[src/hw/rtl/gf2m_pkg.sv]
package gf2m_pkg;

  // fixed widths of the channel words
  localparam int unsigned MODE_W = 3;
  localparam int unsigned OPND_W = 8;
  localparam int unsigned EXP_W  = 16;
  localparam int unsigned RES_W  = 8;
  localparam int unsigned POLY_W = 9;

  // x^8 + x^4 + x^3 + x^2 + 1
  localparam logic [POLY_W-1:0] POLY_RESET = 9'd285;

  // operation codes
  typedef enum logic [MODE_W-1:0] {
    MODE_ADD = 3'd0,
    MODE_MUL = 3'd1,
    MODE_DIV = 3'd2,
    MODE_INV = 3'd3,
    MODE_POW = 3'd4
  } mode_e;

endpackage

[src/hw/rtl/gf2m_in_if.sv]
interface gf2m_in_if;
  import gf2m_pkg::*;

  logic              valid;
  logic              ready;
  logic [MODE_W-1:0] mode;
  logic [OPND_W-1:0] operand_a;
  logic [OPND_W-1:0] operand_b;
  logic [EXP_W-1:0]  exponent;

  modport source (output valid, mode, operand_a, operand_b, exponent, input ready);
  modport sink   (input valid, mode, operand_a, operand_b, exponent, output ready);
endinterface

[src/hw/rtl/gf2m_out_if.sv]
interface gf2m_out_if;
  import gf2m_pkg::*;

  logic             valid;
  logic             ready;
  logic [RES_W-1:0] result;
  logic             error;

  modport source (output valid, result, error, input ready);
  modport sink   (input valid, result, error, output ready);
endinterface

[src/hw/rtl/gf2m_cfg_if.sv]
interface gf2m_cfg_if;
  import gf2m_pkg::*;

  logic              valid;
  logic              ready;
  logic [POLY_W-1:0] field_polynomial;

  modport source (output valid, field_polynomial, input ready);
  modport sink   (input valid, field_polynomial, output ready);
endinterface

[src/hw/rtl/gf2m_mul.sv]
module gf2m_mul #(
  parameter int unsigned FIELD_WIDTH = 8
) (
  input  logic [FIELD_WIDTH-1:0] x_i,
  input  logic [FIELD_WIDTH-1:0] y_i,
  input  logic [FIELD_WIDTH-1:0] poly_i,
  output logic [FIELD_WIDTH-1:0] p_o
);

  // shift-and-add product, reduced whenever the top bit shifts out
  always_comb begin
    logic [FIELD_WIDTH-1:0] acc;
    logic [FIELD_WIDTH-1:0] sh;
    logic                   carry;
    acc = '0;
    sh  = x_i;
    for (int i = 0; i < FIELD_WIDTH; i++) begin
      if (y_i[i]) begin
        acc = acc ^ sh;
      end
      carry = sh[FIELD_WIDTH-1];
      sh    = {sh[FIELD_WIDTH-2:0], 1'b0} ^ (carry ? poly_i : '0);
    end
    p_o = acc;
  end

endmodule

[src/hw/rtl/gf2m_arithmetic_unit.sv]
// sequence: add goes straight to the write step, multiply through the multiply step,
//   inverse, divide and power by square-and-multiply, power after the exponent fold
// throughput: one word at a time; the next word is taken once the
//   result is moved into the output register; all steps share the single multiplier
// reset: clears sequencer and output valid, polynomial back to x^8+x^4+x^3+x^2+1
module gf2m_arithmetic_unit #(
  parameter int unsigned FIELD_WIDTH = 8
) (
  input  logic       clk_i,
  input  logic       rst_ni,
  gf2m_cfg_if.sink   cfg_i,
  gf2m_in_if.sink    in_i,
  gf2m_out_if.source out_o
);
  import gf2m_pkg::*;

  localparam int unsigned W  = FIELD_WIDTH;
  localparam int unsigned CW = (W > 1) ? $clog2(W) : 1;
  localparam int unsigned XW = (W > OPND_W) ? W : OPND_W;
  localparam int unsigned PW = (W > POLY_W) ? W : POLY_W;
  localparam int unsigned RW = (W > RES_W) ? W : RES_W;
  localparam logic [EXP_W-1:0] EMASK   = EXP_W'((32'd1 << W) - 32'd1);
  localparam logic [EXP_W-1:0] INV_EXP = EXP_W'((32'd1 << W) - 32'd2);
  localparam logic [CW-1:0]    TOP_BIT = CW'(W - 1);

  typedef enum logic [2:0] {
    ST_IDLE,
    ST_MUL,
    ST_REDUCE,
    ST_SQR,
    ST_MULB,
    ST_FINAL,
    ST_WRITE
  } state_e;

  state_e            state_q, state_d;
  logic [POLY_W-1:0] poly_q;
  logic [W-1:0]      a_q, a_d;
  logic [W-1:0]      b_q, b_d;
  logic [W-1:0]      base_q, base_d;
  logic [W-1:0]      r_q, r_d;
  logic              err_q, err_d;
  logic              div_q, div_d;
  logic [EXP_W-1:0]  e_q, e_d;
  logic [CW-1:0]     cnt_q, cnt_d;
  logic              ovalid_q, ovalid_d;
  logic [RES_W-1:0]  ores_q, ores_d;
  logic              oerr_q, oerr_d;

  logic [XW-1:0] a_ext, b_ext;
  logic [W-1:0]  a_in, b_in;
  logic [PW-1:0] poly_ext;
  logic [W-1:0]  poly_w;
  logic [RW-1:0] r_ext;
  logic [W-1:0]  e_w;
  logic [W-1:0]  mx, my, mp;
  logic          in_fire, out_fire, out_free;

  // operand and polynomial width alignment
  assign a_ext    = XW'(in_i.operand_a);
  assign b_ext    = XW'(in_i.operand_b);
  assign a_in     = a_ext[W-1:0];
  assign b_in     = b_ext[W-1:0];
  assign poly_ext = PW'(poly_q);
  assign poly_w   = poly_ext[W-1:0];
  assign r_ext    = RW'(r_q);
  assign e_w      = e_q[W-1:0];

  assign in_fire  = in_i.valid && in_i.ready;
  assign out_fire = out_o.valid && out_o.ready;
  assign out_free = !ovalid_q || out_o.ready;

  assign in_i.ready   = (state_q == ST_IDLE);
  assign cfg_i.ready  = 1'b1;
  assign out_o.valid  = ovalid_q;
  assign out_o.result = ores_q;
  assign out_o.error  = oerr_q;

  // shared multiplier operand select
  always_comb begin
    mx = r_q;
    my = r_q;
    unique case (state_q)
      ST_MUL:   begin mx = a_q; my = b_q;    end
      ST_MULB:  begin mx = r_q; my = base_q; end
      ST_FINAL: begin mx = r_q; my = a_q;    end
      default:  begin mx = r_q; my = r_q;    end
    endcase
  end

  gf2m_mul #(
    .FIELD_WIDTH(W)
  ) u_mul (
    .x_i   (mx),
    .y_i   (my),
    .poly_i(poly_w),
    .p_o   (mp)
  );

  // sequencer
  always_comb begin
    state_d  = state_q;
    a_d      = a_q;
    b_d      = b_q;
    base_d   = base_q;
    r_d      = r_q;
    err_d    = err_q;
    div_d    = div_q;
    e_d      = e_q;
    cnt_d    = cnt_q;
    ovalid_d = ovalid_q && !out_fire;
    ores_d   = ores_q;
    oerr_d   = oerr_q;

    unique case (state_q)
      ST_IDLE: begin
        if (in_fire) begin
          a_d    = a_in;
          b_d    = b_in;
          base_d = a_in;
          r_d    = '0;
          err_d  = 1'b0;
          div_d  = 1'b0;
          cnt_d  = TOP_BIT;
          e_d    = INV_EXP;
          state_d = ST_WRITE;
          case (in_i.mode)
            MODE_ADD: r_d = a_in ^ b_in;
            MODE_MUL: state_d = ST_MUL;
            MODE_DIV: begin
              if (b_in == '0) begin
                err_d = 1'b1;
              end else if (a_in != '0) begin
                base_d  = b_in;
                div_d   = 1'b1;
                r_d     = W'(1);
                state_d = ST_SQR;
              end
            end
            MODE_INV: begin
              if (a_in == '0) begin
                err_d = 1'b1;
              end else begin
                r_d     = W'(1);
                state_d = ST_SQR;
              end
            end
            MODE_POW: begin
              if (a_in == '0) begin
                r_d = (in_i.exponent == '0) ? W'(1) : '0;
              end else begin
                e_d     = in_i.exponent;
                state_d = ST_REDUCE;
              end
            end
            default: r_d = '0;
          endcase
        end
      end
      ST_MUL: begin
        r_d     = mp;
        state_d = ST_WRITE;
      end
      // fold exponent modulo 2^W-1
      ST_REDUCE: begin
        if (e_q > EMASK) begin
          e_d = EXP_W'((e_q & EMASK) + (e_q >> W));
        end else begin
          e_d     = (e_q == EMASK) ? '0 : e_q;
          r_d     = W'(1);
          state_d = ST_SQR;
        end
      end
      // square, then multiply by base when the exponent bit is set
      ST_SQR: begin
        r_d = mp;
        if (e_w[cnt_q]) begin
          state_d = ST_MULB;
        end else if (cnt_q == '0) begin
          state_d = div_q ? ST_FINAL : ST_WRITE;
        end else begin
          cnt_d   = cnt_q - CW'(1);
          state_d = ST_SQR;
        end
      end
      ST_MULB: begin
        r_d = mp;
        if (cnt_q == '0) begin
          state_d = div_q ? ST_FINAL : ST_WRITE;
        end else begin
          cnt_d   = cnt_q - CW'(1);
          state_d = ST_SQR;
        end
      end
      ST_FINAL: begin
        r_d     = mp;
        state_d = ST_WRITE;
      end
      // hand result to the output register
      ST_WRITE: begin
        if (out_free) begin
          ovalid_d = 1'b1;
          ores_d   = r_ext[RES_W-1:0];
          oerr_d   = err_q;
          state_d  = ST_IDLE;
        end
      end
      default: state_d = ST_IDLE;
    endcase
  end

  // state and registered outputs
  always_ff @(posedge clk_i or negedge rst_ni) begin
    if (!rst_ni) begin
      state_q  <= ST_IDLE;
      ovalid_q <= 1'b0;
      div_q    <= 1'b0;
      ores_q   <= '0;
      oerr_q   <= 1'b0;
    end else begin
      state_q  <= state_d;
      ovalid_q <= ovalid_d;
      div_q    <= div_d;
      ores_q   <= ores_d;
      oerr_q   <= oerr_d;
    end
  end

  // datapath registers
  always_ff @(posedge clk_i) begin
    a_q    <= a_d;
    b_q    <= b_d;
    base_q <= base_d;
    r_q    <= r_d;
    err_q  <= err_d;
    e_q    <= e_d;
    cnt_q  <= cnt_d;
  end

  // field polynomial register
  always_ff @(posedge clk_i or negedge rst_ni) begin
    if (!rst_ni) begin
      poly_q <= POLY_RESET;
    end else if (cfg_i.valid && cfg_i.ready) begin
      poly_q <= cfg_i.field_polynomial;
    end
  end

  // an error word always carries a zero result
  a_err_zero: assert property (@(posedge clk_i) disable iff (!rst_ni)
    out_o.valid && out_o.error |-> out_o.result == '0)
    else $error("error word with nonzero result");

  // the sequencer is busy right after taking a word
  a_busy: assert property (@(posedge clk_i) disable iff (!rst_ni)
    in_fire |=> !in_i.ready)
    else $error("input taken while busy");

  // a new output word only comes from the write step
  a_load: assert property (@(posedge clk_i) disable iff (!rst_ni)
    $rose(ovalid_q) |-> $past(state_q == ST_WRITE))
    else $error("output loaded outside write step");

endmodule

[src/flat_wrapper.sv]
// flat-port wrapper written by rule: the top's interface ports become plain ports
module gf2m_arithmetic_unit_flat import gf2m_pkg::*;
#(
  parameter int unsigned FIELD_WIDTH = 8
)
  (clk_i, rst_ni, cfg_i_valid, cfg_i_field_polynomial, cfg_i_ready, in_i_valid, in_i_mode, in_i_operand_a, in_i_operand_b, in_i_exponent, in_i_ready, out_o_valid, out_o_result, out_o_error, out_o_ready);
  gf2m_cfg_if cfg_i_i ();
  gf2m_in_if in_i_i ();
  gf2m_out_if out_o_i ();
  input  logic clk_i;
  input  logic rst_ni;
  input wire logic [$bits(cfg_i_i.valid)-1:0] cfg_i_valid;
  input wire logic [$bits(cfg_i_i.field_polynomial)-1:0] cfg_i_field_polynomial;
  output wire logic [$bits(cfg_i_i.ready)-1:0] cfg_i_ready;
  input wire logic [$bits(in_i_i.valid)-1:0] in_i_valid;
  input wire logic [$bits(in_i_i.mode)-1:0] in_i_mode;
  input wire logic [$bits(in_i_i.operand_a)-1:0] in_i_operand_a;
  input wire logic [$bits(in_i_i.operand_b)-1:0] in_i_operand_b;
  input wire logic [$bits(in_i_i.exponent)-1:0] in_i_exponent;
  output wire logic [$bits(in_i_i.ready)-1:0] in_i_ready;
  output wire logic [$bits(out_o_i.valid)-1:0] out_o_valid;
  output wire logic [$bits(out_o_i.result)-1:0] out_o_result;
  output wire logic [$bits(out_o_i.error)-1:0] out_o_error;
  input wire logic [$bits(out_o_i.ready)-1:0] out_o_ready;
  assign cfg_i_i.valid = cfg_i_valid;
  assign cfg_i_i.field_polynomial = cfg_i_field_polynomial;
  assign cfg_i_ready = cfg_i_i.ready;
  assign in_i_i.valid = in_i_valid;
  assign in_i_i.mode = in_i_mode;
  assign in_i_i.operand_a = in_i_operand_a;
  assign in_i_i.operand_b = in_i_operand_b;
  assign in_i_i.exponent = in_i_exponent;
  assign in_i_ready = in_i_i.ready;
  assign out_o_valid = out_o_i.valid;
  assign out_o_result = out_o_i.result;
  assign out_o_error = out_o_i.error;
  assign out_o_i.ready = out_o_ready;
  gf2m_arithmetic_unit #(.FIELD_WIDTH(FIELD_WIDTH)) u_core (.clk_i(clk_i), .rst_ni(rst_ni), .cfg_i(cfg_i_i), .in_i(in_i_i), .out_o(out_o_i));
endmodule
[config.mk]
export PLATFORM = sky130hd
export DESIGN_NAME = gf2m_arithmetic_unit_flat
export DESIGN_NICKNAME = d
export VERILOG_FILES = /design/src/hw/rtl/gf2m_pkg.sv /design/src/hw/rtl/gf2m_in_if.sv /design/src/hw/rtl/gf2m_out_if.sv /design/src/hw/rtl/gf2m_cfg_if.sv /design/src/hw/rtl/gf2m_mul.sv /design/src/hw/rtl/gf2m_arithmetic_unit.sv /design/src/flat_wrapper.sv
export SDC_FILE = /design/constraint.sdc
export NUM_CORES = 1
export LEC_CHECK = 0
export BUFFER_PORTS_ARGS = -buffer_cell sky130_fd_sc_hd__clkbuf_2
export CAP_MARGIN = 20
export CORE_MARGIN = 2
export CORE_UTILIZATION = 31
export DETAILED_ROUTE_END_ITERATION = 7
export PLACE_DENSITY = 0.46
export SLEW_MARGIN = 20
export SYNTH_ARGS = -nofsm -noshare
export SYNTH_HDL_FRONTEND = slang
export SYNTH_SLANG_ARGS = --single-unit
[constraint.sdc]
create_clock -name clk_i -period 4.4 [get_ports clk_i]
set_input_delay 0.88 -clock clk_i [delete_from_list [all_inputs] [get_ports clk_i]]
set_output_delay 0.88 -clock clk_i [all_outputs]
set_load 0.05 [all_outputs]
==> Flow_metrics.wiki <==
{| class="wikitable"
! Metric !! Value
|-
| Final period demand of the worst path || about 4.4 ns
|-
| First-pass iteration count of the detailed router || 7
|-
| Port Buf Inserts || between 50 and 60
|-
| Number of ports placed on the die boundary || 61
|-
| Final worst path period share || 0.991
|-
| Synth Net Count || ~900
|-
| End of the worst register-to-register path || u_core.r_ext[0]
|-
| Proportion of register bits with asynchronous set or reset after synthesis || 0.297
|-
| Run status || complete, no violations
|-
| Flop and latch count out of synthesis || 74
|-
| Final Hold Fails || 0
|-
| Most used cell along the critical path || buf_4
|-
| Arithmetic-cell share of the synthesized area counting full adders, half adders and majority gates || 0.0206
|-
| Worst Max-Slew Pin Slew || approximately 1.2 ns
|-
| Total vias in the final route || a little under 7000
|-
| Rel. slew slack || 0.228
|-
| Post-CTS clock slew at the launch and capture registers of the worst setup and hold paths || 0.06 ns
|-
| DRC violation count after routing || 0
|-
| Number of buffers on the longest clock path || 2
|-
| Slowest CP cell || mux4_2
|-
| Clock tree from TritonCTS || built
|-
| Clk Tree Root Cell || clkbuf_16
|-
| Die width || roughly 150 um
|-
| Overall routing resource usage || 0.200
|-
| Worst clock skew || 0.00724 ns
|-
| Number of cells traversed by the worst register-to-register path || 18
|-
| Number of warnings printed during yosys synthesis || 0
|-
| Initial cell density of the core || 0.313
|-
| Sum of routed wire length over all layers || roughly 24 mm
|-
| Sequence of cells on the critical path || or3b_4 > mux4_2 > a211oi_4 > buf_6 > xnor2_4 > buf_6 > o211ai_1 > buf_4 > a31oi_4 > o211ai_1 > a211oi_2 > a311oi_2 > buf_4 > xnor2_2 > xnor2_1 > buf_4 > mux2_4 > o22a_1
|-
| Cells after synthesis || around 840
|-
| Startpoint types || register
|-
| Number of vias per cell || approximately 5.4
|-
| Final weighted congestion in routability-driven placement || between 0.8 and 0.9
|-
| Worst endpoint data arrival time || between 4 and 5 ns
|-
| DRT antenna net count || 0
|-
| Combinational family with the most area after synthesis || compound AO/OA/AOI/OAI gates
|-
| Final-report setup violation count || 0
|-
| CP Capture Type || register
|-
| Level count of the clock H-tree || 3
|-
| Total Nets Final || approximately 1000
|-
| Vias in the first global route || ~6400
|-
| Peak Freq || roughly 230 MHz
|-
| Number of cells on the worst hold path || 1
|-
| Summed negative setup slack over all endpoints || 0 ns
|-
| Complex-gate fraction of the synthesized area || 0.225
|-
| Required @ worst endpoint || about 4.5 ns
|-
| Core area || between 0.02 and 0.025 sq mm
|-
| Share of final-layout standard cells stronger than drive strength 1 || 0.286
|-
| Clock buffer count from CTS || 9
|-
| Drt wl/cell || slightly below 20 um
|-
| Sink of the worst hold path || u_core.out_o.result[1]
|-
| Initial antenna violation count || 0
|-
| Worst min path class || reg -> reg
|-
| Die Y-Extent || 155 um
|-
| RSZ-0062 raised after global routing || yes
|-
| N_diodes || 0
|-
| Slew Limit Fails || 0
|-
| Met3 demand-to-capacity share in global routing || 0.0266
|-
| Cell variety after synth || 86
|-
| Area of placed instances || roughly 0.008 sq mm
|-
| Detailed Route Iter0 Violations || 449
|-
| Clock sink count || 74
|-
| Gr ovfl total || 0
|-
| Number of buffer and inverter stages on the critical path || 5
|-
| Row Count || 55
|-
| Largest net degree at the start of global routing || 36
|-
| Post-synthesis to final-layout area growth || 27.6%
|-
| Minimum setup slack among reg-to-reg paths || roughly 0.037 ns
|-
| Worst Hold Slack || 0.508 ns
|-
| Setup CP Type || reg -> reg
|-
| Final cell utilization of the core || 0.400
|-
| Area fraction in and, or, nand and nor cells after synthesis || 0.213
|-
| Post-Syn Area per Cell || roughly 8.4 sq um
|-
| Startpoint of the lowest-slack hold path || u_core.out_o.result[1]
|-
| Largest incremental delay on the critical path || ~0.48 ns
|-
| GRT met2 Usage || 0.311
|-
| Global-route track usage on met1 || 0.293
|-
| Full die area || around 0.024 sq mm
|-
| HPWL reported at the end of detailed placement || around 18 mm
|-
| Sequential cell area fraction in the yosys report || 0.300
|-
| Clock network latency to the later pin of the worst-skew pair || around 0.35 ns
|-
| Hold Buf Count CTS || 0
|-
| Number of max-capacitance violations reported || 0
|-
| Wire length of the first global-routing pass || 37.3 mm
|-
| Global-route layer with the greatest usage || met2
|-
| Cell area after technology mapping || 0.00705 sq mm
|-
| Most common flop cell mapped by yosys || edfxtp_1
|-
| Delay-heaviest family, CP || compound AO/OA/AOI/OAI gates
|-
| Reg-to-reg startpoint || u_core.state_q[1]
|-
| Number of enable flip-flop cells after synthesis || 52
|-
| Final design area excluding fillers || 0.00899 sq mm
|-
| Worst-path fanout max || 4
|-
| Portion of netlist area occupied by mux cells || 0.0573
|-
| Share of the synthesized netlist area taken by xor and xnor gates || 0.141
|}
## metrics by stage
step                setup WS [ns]  std cells
finish                     0.0375       1258
detailed placement        -0.0880       1220
CTS                      0.000310       1240
global placement           -0.108       1220
floorplan                  0.0576        836
global route               -0.159       1258
## area by class of cell
cell class                 count  area, sq um
fill                        2297        13500
multi-input combinational    691         4960
sequential                    74         2120
timing repair buffer         172         1180
tap                          285          357
clock buffer                   9          225
clock inverter                 7         82.6
inverter                      20         75.1
## cell usage in the layout (no fill, tap or decap), drive strengths merged, types with 6 or more instances in the layout
master  Yosys  layout
nor4       11      11
mux2i      10      10
o211ai     22      22
nor3       13      13
nand2     111     112
o211a       6       6
a221oi     10      10
xnor2      89      89
edfxtp     52      52
nand3b      6       6
nand4       9       9
a21oi      41      41
and2       14      14
nand3      24      24
buf        12     114
o31ai       6       6
mux2       21      21
xor2       17      17
a21o        8       8
inv        20      24
ha         10      10
o21ai      56      56
clkbuf     40      67
nor2       71      71
o22ai       8       8
a211oi     11      11
and3       10      10
nor2b      18      18
dfrtp      18      18
## logic make-up (layout without fill, tap and decap cells)
group,Yosys count,after routing
other,1,1
adder cells (fa/ha/maj),11,11
AND/OR/NAND/NOR,310,311
multiplexers,34,34
flip-flops,74,74
XOR/XNOR,109,109
AO/OA/AOI/OAI,225,225
buffers and inverters,72,208
## state kept, by name (all words and copies together) (netlist names)
| signal | flops |
|---|---|
| u_core.a_q | 8 |
| u_core.b_q | 8 |
| u_core.base_q | 8 |
| u_core.cnt_q | 3 |
| u_core.div_q | 1 |
| u_core.e_q | 16 |
| u_core.err_q | 1 |
| u_core.out_o.error | 1 |
| u_core.out_o.result | 8 |
| u_core.out_o.valid | 1 |
| u_core.poly_ext | 8 |
| u_core.r_ext | 8 |
| u_core.state_q | 3 |
## per-layer routing
metal	up-vias	routed length [um]
met3	26	1010
met1	3265	11900
met2	188	10900
met5	-	0
met4	0	403
li1	3336	-
## how the worst max path moves through the flow
stage	start	depth (start not counted)	endpoint
after global routing	u_core.state_q[1]	18	u_core.r_ext[0]
after detailed placement	u_core.state_q[2]	14	u_core.r_ext[5]
after floorplan	u_core.state_q[1]	16	u_core.r_ext[5]
final	u_core.state_q[1]	18	u_core.r_ext[0]
after CTS	u_core.state_q[2]	16	u_core.r_ext[0]
after global placement	u_core.state_q[2]	15	u_core.r_ext[5]
## Yosys cell counts (5+ instances only)
master | number | area, sq um
a21o_1 | 8 | 60.1
dfrtp_1 | 18 | 450
a21oi_1 | 41 | 205
o22ai_1 | 8 | 50.1
nor3_1 | 13 | 65.1
o21ai_0 | 48 | 240
nand4_1 | 9 | 56.3
mux2_2 | 20 | 225
mux2i_1 | 10 | 100
and3_1 | 10 | 62.6
nand3b_1 | 6 | 45.0
nor2_1 | 69 | 259
nand2_1 | 110 | 413
o21ai_1 | 8 | 40.0
buf_1 | 5 | 18.8
a221oi_1 | 10 | 87.6
o211ai_1 | 21 | 158
inv_1 | 20 | 75.1
clkbuf_1 | 40 | 150
and2_1 | 14 | 87.6
xor2_1 | 17 | 149
nor2b_1 | 18 | 113
nand3_1 | 24 | 120
nor4_1 | 10 | 62.6
ha_1 | 10 | 125
xnor2_1 | 89 | 780
edfxtp_1 | 52 | 1560
o31ai_1 | 5 | 37.5
a211oi_1 | 9 | 67.6
## repair_timing
action                                  4_1_cts  5_1_grt
resized for setup                             7       52
setup buffers                                 4       17
gates cloned                                  0        1
endpoints found under the setup margin        5        8
pin swaps                                     4       47
Power is left out: the tool's default activity adds up to more than one toggle a clock period on the data nets, which glitch-free logic cannot reach.
